**src/slcp_pkg.sv**
```systemverilog
// ---------------------------------------------------------------------------
// slcp_pkg: shared types and constants for the SLCAN command parser
// Byte tokens, result record, result and error codes, ASCII codes.
// ---------------------------------------------------------------------------
`timescale 1ns / 1ps

package slcp_pkg;

  localparam int MAX_COMMAND_LENGTH = 28;
  localparam int MAX_PAYLOAD_BYTES  = 8;
  localparam int LEN_SPAN           = 17;
  localparam int ID_DIGITS_STD      = 3;
  localparam int ID_DIGITS_EXT      = 8;
  localparam logic [31:0] MAX_ID_STD = 32'h0000_07FF;
  localparam logic [31:0] MAX_ID_EXT = 32'h1FFF_FFFF;

  localparam int POS_W   = 5;   // char position, saturates at all ones
  localparam int LEN_W   = POS_W + 1;
  localparam int Q_DEPTH = 2;
  localparam int Q_AW    = $clog2(Q_DEPTH);

  // ASCII codes
  localparam logic [7:0] CH_CR = 8'h0D;
  localparam logic [7:0] CH_LF = 8'h0A;
  localparam logic [7:0] CH_0  = 8'h30;
  localparam logic [7:0] CH_9  = 8'h39;
  localparam logic [7:0] CH_LA = 8'h61;  // 'a'
  localparam logic [7:0] CH_LF_HEX = 8'h66;  // 'f'
  localparam logic [7:0] CH_UA = 8'h41;  // 'A'
  localparam logic [7:0] CH_UF = 8'h46;  // 'F'

  // command letters
  localparam logic [7:0] CMD_S_UP = 8'h53;  // S
  localparam logic [7:0] CMD_O    = 8'h4F;
  localparam logic [7:0] CMD_C    = 8'h43;
  localparam logic [7:0] CMD_S_LO = 8'h73;  // s
  localparam logic [7:0] CMD_G    = 8'h47;
  localparam logic [7:0] CMD_W    = 8'h57;
  localparam logic [7:0] CMD_V_UP = 8'h56;
  localparam logic [7:0] CMD_V_LO = 8'h76;
  localparam logic [7:0] CMD_N    = 8'h4E;
  localparam logic [7:0] CMD_I    = 8'h49;
  localparam logic [7:0] CMD_L    = 8'h4C;
  localparam logic [7:0] CMD_F    = 8'h46;
  localparam logic [7:0] CMD_Z    = 8'h5A;
  localparam logic [7:0] CMD_T_LO = 8'h74;  // t
  localparam logic [7:0] CMD_T_UP = 8'h54;  // T
  localparam logic [7:0] CMD_R_LO = 8'h72;  // r
  localparam logic [7:0] CMD_R_UP = 8'h52;  // R

  typedef enum logic [1:0] {
    KIND_SEND = 2'd0,
    KIND_RATE = 2'd1,
    KIND_ERR  = 2'd2
  } kind_t;

  typedef enum logic [3:0] {
    ERR_NONE       = 4'd0,
    ERR_LENGTH     = 4'd1,
    ERR_UNKNOWN    = 4'd2,
    ERR_OPEN_CLOSE = 4'd3,
    ERR_UNIMPL     = 4'd4,
    ERR_UNINIT     = 4'd5,
    ERR_ID         = 4'd6,
    ERR_PAYLOAD    = 4'd7,
    ERR_HEX        = 4'd8
  } err_t;

  // classified host byte
  typedef struct packed {
    logic [7:0] data;
    logic       last;
    logic       term;
    logic       hex_ok;
    logic [3:0] hex_val;
  } tok_t;

  typedef struct packed {
    kind_t       kind;
    err_t        code;
    logic [28:0] can_id;
    logic        ext;
    logic        rtr;
    logic [3:0]  dlc;
    logic [63:0] payload;
    logic [3:0]  rate;
  } res_t;

endpackage

```
**src/slcan_command_parser.sv**
```systemverilog
// ---------------------------------------------------------------------------
// slcan_command_parser: SLCAN ASCII command parser
// Turns a host byte stream into CAN send requests, bitrate selections and
// error reports.
// ---------------------------------------------------------------------------
// Usage:
//   Input channel (in_valid/in_ready): one host byte per request plus a flag
//   marking the last byte of a USB packet. CR or LF ends a command; a packet
//   that ends inside a command drops that partial command.
//   Output channel (out_valid/out_ready): one result per non-empty command:
//   a frame to send, a bitrate index (S0..S9), or an error code. Fields that
//   do not apply to the result kind read as zero.
// Throughput: one byte per clock, sustained, as long as results are taken.
// Output path: an accepted terminator passes through the two-entry queue
//   register, then the executor's output register, which drives out_valid.
// Stalls: while a result waits in the output register, the executor holds
//   the next queued byte; the queue still takes bytes until it holds two,
//   then in_ready drops.
// Reset: synchronous, active high. Clears the queue, out_valid, all partial
//   command state and the bus-initialized flag.
// ---------------------------------------------------------------------------
`timescale 1ns / 1ps

module slcan_command_parser
  import slcp_pkg::*;
(
  input  logic        clk,
  input  logic        rst,
  // host byte requests
  input  logic        in_valid,
  output logic        in_ready,
  input  logic [7:0]  byte_value,
  input  logic        last_in_packet,
  // results
  output logic        out_valid,
  input  logic        out_ready,
  output logic [1:0]  kind,
  output logic [3:0]  error_code,
  output logic [28:0] can_id,
  output logic        extended_id,
  output logic        remote_request,
  output logic [3:0]  frame_dlc,
  output logic [63:0] payload_bytes,
  output logic [3:0]  bitrate_index
);

  tok_t in_tok;   // classified incoming byte
  tok_t q_tok;    // head of the queue
  logic q_full;
  logic q_valid;
  logic q_pop;
  res_t res;

  // front: classify each byte as it is accepted
  slcp_front u_front (
    .byte_value     (byte_value),
    .last_in_packet (last_in_packet),
    .tok            (in_tok)
  );

  assign in_ready = !q_full;

  // queue decouples acceptance from execution
  slcp_queue u_queue (
    .clk      (clk),
    .rst      (rst),
    .push     (in_valid && in_ready),
    .push_tok (in_tok),
    .full     (q_full),
    .pop      (q_pop),
    .q_valid  (q_valid),
    .q_tok    (q_tok)
  );

  // back: accumulate fields, check and emit results
  slcp_back u_back (
    .clk       (clk),
    .rst       (rst),
    .q_valid   (q_valid),
    .q_tok     (q_tok),
    .pop       (q_pop),
    .out_valid (out_valid),
    .out_ready (out_ready),
    .res       (res)
  );

  assign kind           = res.kind;
  assign error_code     = res.code;
  assign can_id         = res.can_id;
  assign extended_id    = res.ext;
  assign remote_request = res.rtr;
  assign frame_dlc      = res.dlc;
  assign payload_bytes  = res.payload;
  assign bitrate_index  = res.rate;

endmodule

```
**src/slcp_front.sv**
```systemverilog
// ---------------------------------------------------------------------------
// slcp_front: host byte classifier
// Marks terminators and decodes hex digits for the command executor.
// ---------------------------------------------------------------------------
`timescale 1ns / 1ps

module slcp_front
  import slcp_pkg::*;
(
  input  logic [7:0] byte_value,
  input  logic       last_in_packet,
  output tok_t       tok
);

  logic [7:0] dig_off;
  logic [7:0] lo_off;
  logic [7:0] up_off;

  assign dig_off = byte_value - CH_0;
  assign lo_off  = byte_value - CH_LA + 8'd10;
  assign up_off  = byte_value - CH_UA + 8'd10;

  always_comb begin
    tok.data    = byte_value;
    tok.last    = last_in_packet;
    tok.term    = (byte_value == CH_CR) || (byte_value == CH_LF);
    tok.hex_ok  = 1'b1;
    tok.hex_val = 4'd0;
    priority if (byte_value >= CH_0 && byte_value <= CH_9) begin
      tok.hex_val = dig_off[3:0];
    end else if (byte_value >= CH_LA && byte_value <= CH_LF_HEX) begin
      tok.hex_val = lo_off[3:0];
    end else if (byte_value >= CH_UA && byte_value <= CH_UF) begin
      tok.hex_val = up_off[3:0];
    end else begin
      tok.hex_ok = 1'b0;
    end
  end

endmodule

```
**src/slcp_queue.sv**
```systemverilog
// ---------------------------------------------------------------------------
// slcp_queue: short token queue
// Two-entry FIFO between the classifier and the executor.
// ---------------------------------------------------------------------------
`timescale 1ns / 1ps

module slcp_queue
  import slcp_pkg::*;
(
  input  logic clk,
  input  logic rst,
  input  logic push,
  input  tok_t push_tok,
  output logic full,
  input  logic pop,
  output logic q_valid,
  output tok_t q_tok
);

  tok_t            mem [Q_DEPTH];
  logic [Q_AW-1:0] wr_ptr;
  logic [Q_AW-1:0] rd_ptr;
  logic [Q_AW:0]   count;

  assign full    = (count == (Q_AW+1)'(Q_DEPTH));
  assign q_valid = (count != '0);
  assign q_tok   = mem[rd_ptr];

  always_ff @(posedge clk) begin
    if (push) begin
      mem[wr_ptr] <= push_tok;
    end
  end

  always_ff @(posedge clk) begin
    if (rst) begin
      wr_ptr <= '0;
      rd_ptr <= '0;
      count  <= '0;
    end else begin
      if (push) begin
        wr_ptr <= (wr_ptr == Q_AW'(Q_DEPTH - 1)) ? '0 : wr_ptr + 1'b1;
      end
      if (pop) begin
        rd_ptr <= (rd_ptr == Q_AW'(Q_DEPTH - 1)) ? '0 : rd_ptr + 1'b1;
      end
      unique case ({push, pop})
        2'b10:   count <= count + 1'b1;
        2'b01:   count <= count - 1'b1;
        default: count <= count;
      endcase
    end
  end

endmodule

```
**src/slcp_back.sv**
```systemverilog
// ---------------------------------------------------------------------------
// slcp_back: command executor
// Accumulates fields per byte, checks the command at its terminator and
// holds the result in an output register.
// ---------------------------------------------------------------------------
`timescale 1ns / 1ps

module slcp_back
  import slcp_pkg::*;
(
  input  logic clk,
  input  logic rst,
  input  logic q_valid,
  input  tok_t q_tok,
  output logic pop,
  output logic out_valid,
  input  logic out_ready,
  output res_t res
);

  logic             bus_init, bus_init_next;
  logic [7:0]       letter, letter_next;
  logic [POS_W-1:0] pos, pos_next;
  logic [31:0]      id_acc, id_acc_next;
  logic [3:0]       dlc, dlc_next;
  logic [63:0]      payload, payload_next;
  logic [7:0]       second, second_next;
  logic             bad_hex, bad_hex_next;

  logic             is_ext, is_rtr, is_frame;
  logic [POS_W-1:0] id_digits, off5, pay_pos;
  logic [2:0]       lane;
  logic [7:0]       cur_byte;
  logic [LEN_W-1:0] len, off6, len_hi, pay_cnt;
  logic [7:0]       rate_off;
  logic             emit;
  res_t             res_next;

  assign pop  = q_valid && (!out_valid || out_ready);
  assign emit = pop && q_tok.term && (pos != '0);

  assign is_ext   = (letter == CMD_T_UP) || (letter == CMD_R_UP);
  assign is_rtr   = (letter == CMD_R_LO) || (letter == CMD_R_UP);
  assign is_frame = (letter == CMD_T_LO) || (letter == CMD_T_UP) || is_rtr;

  assign id_digits = is_ext ? POS_W'(ID_DIGITS_EXT) : POS_W'(ID_DIGITS_STD);
  assign off5      = id_digits + POS_W'(2);
  assign pay_pos   = pos - off5;
  assign lane      = pay_pos[3:1];
  assign cur_byte  = payload[{lane, 3'b000} +: 8];

  assign len      = {1'b0, pos} + LEN_W'(1);
  assign off6     = {1'b0, off5};
  assign len_hi   = off6 + LEN_W'(LEN_SPAN);
  assign pay_cnt  = (len - off6) >> 1;
  assign rate_off = second - CH_0;

  // field accumulation
  always_comb begin
    bus_init_next = bus_init;
    letter_next   = letter;
    pos_next      = pos;
    id_acc_next   = id_acc;
    dlc_next      = dlc;
    payload_next  = payload;
    second_next   = second;
    bad_hex_next  = bad_hex;
    if (pop) begin
      if (q_tok.term || q_tok.last) begin
        letter_next  = '0;
        pos_next     = '0;
        id_acc_next  = '0;
        dlc_next     = '0;
        payload_next = '0;
        second_next  = '0;
        bad_hex_next = 1'b0;
      end else begin
        if (pos == '0) letter_next = q_tok.data;
        if (pos == POS_W'(1)) second_next = q_tok.data;
        if (pos != '0 && is_frame) begin
          priority if (pos <= id_digits) begin
            if (!q_tok.hex_ok) bad_hex_next = 1'b1;
            else id_acc_next = {id_acc[27:0], q_tok.hex_val};
          end else if (pos == off5 - POS_W'(1)) begin
            if (!q_tok.hex_ok) bad_hex_next = 1'b1;
            else dlc_next = q_tok.hex_val;
          end else if (pay_pos < POS_W'(2 * MAX_PAYLOAD_BYTES)) begin
            if (!q_tok.hex_ok) begin
              bad_hex_next = 1'b1;
            end else begin
              payload_next[{lane, 3'b000} +: 8] =
                pay_pos[0] ? {cur_byte[3:0], q_tok.hex_val} : {4'd0, q_tok.hex_val};
            end
          end else begin
            bad_hex_next = bad_hex;
          end
        end
        if (pos != '1) pos_next = pos + POS_W'(1);
      end
      if (emit && len <= LEN_W'(MAX_COMMAND_LENGTH) && letter == CMD_S_UP &&
          len == LEN_W'(3) && second >= CH_0 && second <= CH_9) begin
        bus_init_next = 1'b1;
      end
    end
  end

  // command check at the terminator
  always_comb begin
    res_next      = '0;
    res_next.kind = KIND_ERR;
    res_next.code = ERR_NONE;
    if (len > LEN_W'(MAX_COMMAND_LENGTH)) begin
      res_next.code = ERR_LENGTH;
    end else begin
      unique case (letter)
        CMD_S_UP: begin
          priority if (len != LEN_W'(3)) begin
            res_next.code = ERR_LENGTH;
          end else if (second < CH_0 || second > CH_9) begin
            res_next.code = ERR_HEX;
          end else begin
            res_next.kind = KIND_RATE;
            res_next.rate = rate_off[3:0];
          end
        end
        CMD_O, CMD_C: res_next.code = ERR_OPEN_CLOSE;
        CMD_S_LO, CMD_G, CMD_W, CMD_V_UP, CMD_V_LO,
        CMD_N, CMD_I, CMD_L, CMD_F, CMD_Z: res_next.code = ERR_UNIMPL;
        CMD_T_LO, CMD_T_UP, CMD_R_LO, CMD_R_UP: begin
          priority if (!bus_init) begin
            res_next.code = ERR_UNINIT;
          end else if (len < off6 || len > len_hi) begin
            res_next.code = ERR_LENGTH;
          end else if (bad_hex || len == off6) begin
            res_next.code = ERR_HEX;
          end else if (id_acc > (is_ext ? MAX_ID_EXT : MAX_ID_STD)) begin
            res_next.code = ERR_ID;
          end else if (pay_cnt != (is_rtr ? '0 : {2'b00, dlc})) begin
            res_next.code = ERR_PAYLOAD;
          end else begin
            res_next.kind    = KIND_SEND;
            res_next.can_id  = id_acc[28:0];
            res_next.ext     = is_ext;
            res_next.rtr     = is_rtr;
            res_next.dlc     = dlc;
            res_next.payload = is_rtr ? '0 : payload;
          end
        end
        default: res_next.code = ERR_UNKNOWN;
      endcase
    end
  end

  always_ff @(posedge clk) begin
    if (rst) begin
      bus_init <= 1'b0;
      letter   <= '0;
      pos      <= '0;
      id_acc   <= '0;
      dlc      <= '0;
      payload  <= '0;
      second   <= '0;
      bad_hex  <= 1'b0;
    end else begin
      bus_init <= bus_init_next;
      letter   <= letter_next;
      pos      <= pos_next;
      id_acc   <= id_acc_next;
      dlc      <= dlc_next;
      payload  <= payload_next;
      second   <= second_next;
      bad_hex  <= bad_hex_next;
    end
  end

  always_ff @(posedge clk) begin
    if (rst) begin
      out_valid <= 1'b0;
    end else if (emit) begin
      out_valid <= 1'b1;
    end else if (out_ready) begin
      out_valid <= 1'b0;
    end
  end

  always_ff @(posedge clk) begin
    if (emit) begin
      res <= res_next;
    end
  end

  a_term_clears: assert property (@(posedge clk) disable iff (rst)
    (pop && q_tok.term) |=> (pos == '0 && !bad_hex))
    else $error("command state not cleared after terminator");

  a_send_needs_init: assert property (@(posedge clk) disable iff (rst)
    (out_valid && res.kind == KIND_SEND) |-> bus_init)
    else $error("frame sent before bus initialized");

  a_rate_sets_init: assert property (@(posedge clk) disable iff (rst)
    (emit && res_next.kind == KIND_RATE) |=> (bus_init && res.rate <= 4'd9))
    else $error("bitrate result inconsistent");

  a_code_matches_kind: assert property (@(posedge clk) disable iff (rst)
    out_valid |-> ((res.kind == KIND_ERR) == (res.code != ERR_NONE)))
    else $error("error code does not match result kind");

endmodule
```
**config.mk**
```make
export PLATFORM = sky130hd
export DESIGN_NAME = slcan_command_parser
export DESIGN_NICKNAME = d
export VERILOG_FILES = /design/src/slcp_pkg.sv /design/src/slcan_command_parser.sv /design/src/slcp_front.sv /design/src/slcp_queue.sv /design/src/slcp_back.sv
export SDC_FILE = /design/constraint.sdc
export NUM_CORES = 1
export LEC_CHECK = 0
export ABC_AREA = 0
export ABC_CLOCK_PERIOD_IN_PS = 7850
export BUFFER_PORTS_ARGS = -buffer_cell sky130_fd_sc_hd__clkbuf_2
export CAP_MARGIN = 20
export CORE_ASPECT_RATIO = 0.5
export CORE_MARGIN = 1
export CORE_UTILIZATION = 45
export CTS_BUF_LIST = sky130_fd_sc_hd__clkbuf_8
export DETAILED_ROUTE_END_ITERATION = 12
export PLACE_DENSITY = 0.75
export SYNTH_ARGS = -nofsm -noshare
export SYNTH_HDL_FRONTEND = slang
export SYNTH_SLANG_ARGS = --single-unit
```
**constraint.sdc**
```tcl
create_clock -name clk -period 7.85 [get_ports clk]
set_clock_uncertainty 0.15 [all_clocks]
set_input_delay 0.785 -clock clk [delete_from_list [all_inputs] [get_ports clk]]
set_output_delay 0.785 -clock clk [all_outputs]
set_load 0.005 [all_outputs]
```
# After elaboration in Yosys (flattened, before gate mapping)
# Memory sizes are Yosys's and may differ from the RTL's. A register that Yosys moved wholly into a read port is not among the register bits.
# Index checks and enable logic that the tools add are counted.
dict set report word_totals {
  ff_bits 237
  latch_bits 0
  ram_bits 30
  mem_bits_ro 0
  input_bits 13
  out_inout_bits 111
  n_memories 1
}
# memory depth word_bits read_ports rd_clocked_by_memory_dff write_ports line_no
set mem_list {}
lappend mem_list {u_queue.mem 2 15 1 1 1 slcp_queue.sv:20} ;# tok_t mem [Q_DEPTH];
dict set report classes {
  addsub 18
  mul 0
  div 0
  magnitude_cmp 17
  n_eq_ne 31
  n_shift 3
  n_mux 63
  bitwise 3
  reduce_logical 53
}
# op count
set op_table {}
lappend op_table {{$mux W64} 6}
lappend op_table {{$eq A8 B7 Y1 const B} 17}
lappend op_table {{$mux W32} 4}
lappend op_table {{$bwmux W64} 1}
lappend op_table {{$mux W4} 16}
lappend op_table {{$shift A8 B8 Y64 const A} 1}
lappend op_table {{$shiftx A64 B7 Y4} 1}
lappend op_table {{$shiftx A8 B8 Y64} 1}
lappend op_table {{$mux W8} 5}
lappend op_table {{$gt A32 B32 Y1} 1}
lappend op_table {{$mux W29} 1}
lappend op_table {{$reduce_bool A2 Y1} 11}
lappend op_table {{$mux W1} 17}
lappend op_table {{$eq A8 B4 Y1 const B} 2}
lappend op_table {{$ge A8 B6 Y1 const B} 2}
lappend op_table {{$ge A8 B7 Y1 const B} 2}
lappend op_table {{$le A8 B6 Y1 const B} 2}
lappend op_table {{$le A8 B7 Y1 const B} 2}
lappend op_table {{$pmux W4 S4} 1}
lappend op_table {{$sub A4 B1 Y4 const B} 4}
lappend op_table {{$mux W2} 7}
lappend op_table {{$logic_and A1 B1 Y1} 13}
lappend op_table {{$logic_or A1 B1 Y1} 10}
lappend op_table {{$mux W5} 2}
lappend op_table {{47 further kinds} 59}

# Logic depth before layout (Yosys ltp)
dict set report logic_depth {
  ltp_word 15
  ltp_mapped 19
  depth_no_buf 16
}

# By module
# From an unflattened synthesis, not the netlist that was laid out.
dict set report unflattened {
  hier_cells 1033
  hier_area_um2 11808.8
}
# mod instances cells_each area_per_inst_um2 seq_area_each_um2
set by_module_without_submodules {}
lappend by_module_without_submodules {slcp_back 1 926 10206.0 5755.5}
lappend by_module_without_submodules {slcp_queue 1 69 1287.5 1001.0}
lappend by_module_without_submodules {slcp_front 1 36 305.3 0.0}
lappend by_module_without_submodules {slcan_command_parser 1 2 10.0 0.0}

# Worst setup path after synthesis
# OpenSTA, ideal clock, no wires.
dict set report synth_timing {
  path_kind {in2reg}
  start {input port out_ready}
  end {register, netlist name u_back.res[0]}
  setup_ns 0.581
  t_arrival_ns 5.876
  required_ns 7.119
  path_slack_ns 1.243
  cell_stages 5
  path_buffers 0
  path_cell_list {nand2b_1 o21ai_0 inv_2 nand2b_1 nor2_1}
}
dict set report synth_between {
  elab_chain_len 4
}
# item line_no
set synth_lines {}
lappend synth_lines {{start: declaration} slcan_command_parser.sv:36} ;# input logic out_ready,
lappend synth_lines {{$logic_or A1 B1 Y1} slcp_back.sv:39} ;# assign pop = q_valid && (!out_valid || out_ready);
lappend synth_lines {{$logic_and A1 B1 Y1} slcp_back.sv:39}
lappend synth_lines {{named net q_pop} slcan_command_parser.sv:51} ;# logic q_pop;
lappend synth_lines {{$logic_and A1 B1 Y1 (2 in series)} slcp_back.sv:40} ;# assign emit = pop && q_tok.term && (pos != '0);
lappend synth_lines {{named net u_back.emit} slcp_back.sv:36} ;# logic emit;
# The timed path passes the listed nets, and every way through them passes these cells.
# A chain may end at the register's enable or synchronous reset.

# Worst setup path in the final report
dict set report layout_timing {
  start {register u_back.letter[4]}
  end {register u_back.payload[52]}
}
dict set report layout_between {
  elab_chain_len 15
  word_cells_on_any_way 33
}
# item line_no
set layout_lines {}
lappend layout_lines {{start: declaration} slcp_back.sv:22} ;# logic [7:0] letter, letter_next;
lappend layout_lines {{start signal: assignment} slcp_back.sv:166} ;# letter <= letter_next;
lappend layout_lines {{$eq A8 B7 Y1 (on tied branches)} {slcp_back.sv:42, slcp_back.sv:44, slcp_back.sv:43}}
lappend layout_lines {{$logic_or A1 B1 Y1} slcp_back.sv:42} ;# assign is_ext = (letter == CMD_T_UP) || (letter == CMD_R_UP);
lappend layout_lines {{$mux W4} slcp_back.sv:46} ;# assign id_digits = is_ext ? POS_W'(ID_DIGITS_EXT) : POS_W'(ID_DIGITS_STD);
lappend layout_lines {{$add A5 B2 Y5} slcp_back.sv:47} ;# assign off5 = id_digits + POS_W'(2);
lappend layout_lines {{$sub A5 B5 Y5} slcp_back.sv:48} ;# assign pay_pos = pos - off5;
lappend layout_lines {{$shiftx A64 B7 Y4} slcp_back.sv:50} ;# assign cur_byte = payload[{lane, 3'b000} +: 8];
lappend layout_lines {{$mux W8} slcp_back.sv:92} ;# pay_pos[0] ? {cur_byte[3:0], q_tok.hex_val} : {4'd0, q_tok.hex_val};
lappend layout_lines {{$shiftx A8 B8 Y64} slcp_back.sv:91} ;# payload_next[{lane, 3'b000} +: 8] =
lappend layout_lines {{$bwmux W64} slcp_back.sv:91}
lappend layout_lines {{$mux W64} slcp_back.sv:88} ;# if (!q_tok.hex_ok) begin
lappend layout_lines {{$mux W64} slcp_back.sv:87} ;# end else if (pay_pos < POS_W'(2 * MAX_PAYLOAD_BYTES)) begin
lappend layout_lines {{$mux W64} slcp_back.sv:84} ;# end else if (pos == off5 - POS_W'(1)) begin
lappend layout_lines {{$mux W64} slcp_back.sv:81} ;# priority if (pos <= id_digits) begin
lappend layout_lines {{$mux W64} slcp_back.sv:80} ;# if (pos != '0 && is_frame) begin
lappend layout_lines {{$mux W64} slcp_back.sv:69} ;# if (q_tok.term || q_tok.last) begin
lappend layout_lines {{end signal: assignment} slcp_back.sv:170} ;# payload <= payload_next;
lappend layout_lines {{end: declaration} slcp_back.sv:26} ;# logic [63:0] payload, payload_next;
# Several ways; a longest one is shown, not always the timed one. The select of a mux whose other input is x is not followed.

==> impl_metrics.ini <==
[worst_setup_path]
required_ns = 8.10
r2r-start = u_back.letter[4]
critPathCaptureType = flop
worstSetupPathType = reg -> reg
rr_worst_depth = 13
crit_fanout = 11
r2r_slack_ns = 2.44
cp-start-kind = flop
arrival_ns = 5.65
rr_endpoint = u_back.payload[52]

[power_and_ir_drop]
p_comb_frac = 0.175
p_sw_frac = 0.2927
p_total_mw = 3.256
leakage_nw = 4.996
ir_drop_mv = 0.1051
seqPwrFrac = 0.492
powerDensity_nw_per_um2 = 247.6
internal_power_mw = 2.303
p_clk_frac = 0.332
p_sw_mw = 0.9530

[clock_tree]
postCtsSetupBuffers = 0
cts_max_path_buffers = 3
cts_made_buffers = 38
cts-hold-fix-buffers = 0
cts_root_buf = clkbuf_8
tritoncts = built
htreeDepth = 2
clkTransAtPathRegs_ns = 0.06
clock_latency_ns = 0.53
clock_sinks = 268
cts_resized = 0

[synth]
yosysSeqAreaShare = 0.5875
synthArstFlopShare = 0
synthTopCellsByCount = 139 x edfxtp_1, 129 x dfxtp_1, 95 x nor2_1, 68 x and3_1, 42 x mux2i_1
yosysMostFrequentCell = edfxtp_1
synth_fp_nets = 1015
syn_avg_cell_area_um2 = 11.71
synth_edf_count = 139
synth.area.top_cells = edfxtp_1 36%, dfxtp_1 22%, and3_1 3.7%
ys_seq_elements = 268
synthCells = 982
yosys_warnings = 0
syn_area_um2 = 11500
yosys_most_used_dff = edfxtp_1
synth_top_area_frac = 0.3630
yosysTopAreaCell = edfxtp_1
synth_cell_types = 77

[floorplanning]
boundaryPins = 124
die_h_um = 115.0
coreArea_um2 = 24520
dieArea_um2 = 26240
start_util = 0.4689
die_w_um = 228.1
rows = 40

[route]
routed_wl_mm = 26.72
routed_via_density = 5.601
drt_iter0_drc = 689
routedWlPerCell_um = 18.23
drtPass1Iterations = 6
final_antenna_net_count = 0
vias = 8211
route.detailed.drc = 0

[grt]
grt_pass1_vias = 7760
antenna_found_initial = 0
grtUsageTotal = 0.1994
grt_pass1_wl_mm = 41.95
gr-total-overflow = 0
grt_max_degree = 101

[timing]
rsz0062_at_grt = false
period_share = 0.6886
hold_ws_ns = 0.3081
fin_crit_ns = 5.405
slew_violations = 0
finalHoldViolations = 0
max_freq_mhz = 185.0
setup_viol = 0
max_slew_margin = 0.3203
worst-slew-pin-transition_ns = 1.020
finalSetupTns_ns = 0

[worst_hold_path]
hp-class = reg -> reg
hold_path_depth = 1
min_from = u_back.payload[6]
min_to = u_back.payload[6]

[placed_design]
gp_congestion = 0.9040
dp_hpwl_mm = 18.34
port_buffers = 123

[layout]
syn_to_final_growth_pct = 14.35
diodes = 0
nNetsFinal = 1134
drive_gt1_frac = 0.1991

[run]
max_cap_viol_count = 0

[outcome]
status = complete, no violations
[area by class of cell]
type | count | area, um^2
Clock inverter | 26 | 156.4
Inverter | 19 | 71.32
Sequential cell | 268 | 6756
Timing Repair Buffer | 137 | 718.2
Multi-Input combinational cell | 637 | 4436
Clock buffer | 43 | 591.8
Tap cell | 336 | 420.4
Fill cell | 2081 | 11370
[cells by family after synthesis]
| kind of cell | share of synthesized area |
|---|---|
| simple gates | 0.1608 |
| flops | 0.5875 |
| compound gates | 0.1305 |
| buf+inv | 0.02785 |
| mux | 0.05712 |
| fa+ha+maj | 0.02176 |
| xor+xnor | 0.01447 |
[critical path, cell delays in order, from the launching register on]
cell and delay, ns:
dfxtp_1 0.46, nand4bb_1 0.46, nor3_4 0.60, ha_1 0.41, a21oi_1 0.22, nand2_1 0.07, a221oi_1 0.42, a211o_1 0.47
inv_1 0.09, ha_1 0.30, nand2b_1 0.31, o41ai_1 0.81, a21oi_1 0.32, o2bb2ai_1 0.20
[cell usage in the layout, fill, tap and decap left out, types with 8 or more instances in the layout]
cell | Yosys | layout
mux4_2 | 8 | 8
o2bb2ai_1 | 16 | 16
nand4_1 | 8 | 8
o21ai_0 | 21 | 21
inv_1 | 17 | 37
nand2_1 | 39 | 39
a21bo_2 | 12 | 12
mux2i_1 | 42 | 42
xnor2_1 | 12 | 12
nor3_1 | 20 | 19
nand3_1 | 9 | 9
a22oi_1 | 33 | 33
ha_1 | 20 | 20
and2_1 | 41 | 41
a21oi_1 | 34 | 34
buf_4 | 2 | 13
clkbuf_8 | 0 | 43
and3_1 | 68 | 68
nor2_1 | 95 | 94
clkbuf_2 | 10 | 123
nand2b_1 | 9 | 9
dfxtp_1 | 129 | 129
a32o_1 | 16 | 16
edfxtp_1 | 139 | 139
o21ai_1 | 8 | 8
a22o_1 | 21 | 21
nor4_1 | 11 | 11
[per-stage QoR]
step / worst slack, ns / utilization / std cells / cell area [um^2]
3_3_place_gp: 2.866 / 0.5055 / 1396 / 12400
3_5_place_dp: 2.588 / 0.5057 / 1397 / 12400
4_1_cts: 2.572 / 0.5362 / 1466 / 13150
6_report: 2.445 / 0.5362 / 1466 / 13150
2_1_floorplan: 1.243 / - / 982 / 11500
5_1_grt: 1.968 / 0.5362 / 1466 / 13150
[per-layer routing]
layer	global-route usage	wire, um	part of all wire	vias up
met2	0.3242	12210	0.46	284
met5	0	0	0	-
li1	-	-	-	3935
met1	0.2662	12000	0.45	3942
met3	0.04886	1954	0.073	50
met4	0.05996	561	0.021	0
[power by group through the flow]
stage	logic [mW]	clock network [mW]	registers [mW]
floorplan	0.419	0	1.61
global placement	0.543	0	1.63
detailed placement	0.562	0	1.63
CTS	0.565	1.10	1.60
global route	0.621	1.16	1.61
finish	0.571	1.08	1.60
[worst max-delay path by stage]
stage                           startpoint                 end  depth (start not counted)
after floorplan                  out_ready       u_back.res[0]                          5
after global placement    u_back.letter[4]  u_back.payload[52]                         13
after detailed placement  u_back.letter[4]  u_back.payload[52]                         13
after CTS                 u_back.letter[4]  u_back.payload[52]                         13
after global routing      u_back.letter[4]  u_back.payload[53]                         13
final                     u_back.letter[4]  u_back.payload[52]                         13
[sequential cells by signal, indices dropped and copies added (netlist names), named ones only]
signal / flops
u_back.res: 109
u_back.payload: 64
u_back.id_acc: 32
u_queue.mem: 30
u_back.letter: 8
u_back.second: 8
u_back.pos: 5
u_back.dlc: 4
u_queue.count: 2
u_back.bad_hex: 1
u_back.bus_init: 1
u_back.out_valid: 1
u_queue.rd_ptr: 1
u_queue.wr_ptr: 1
Power figures use the tool's default switching activity.
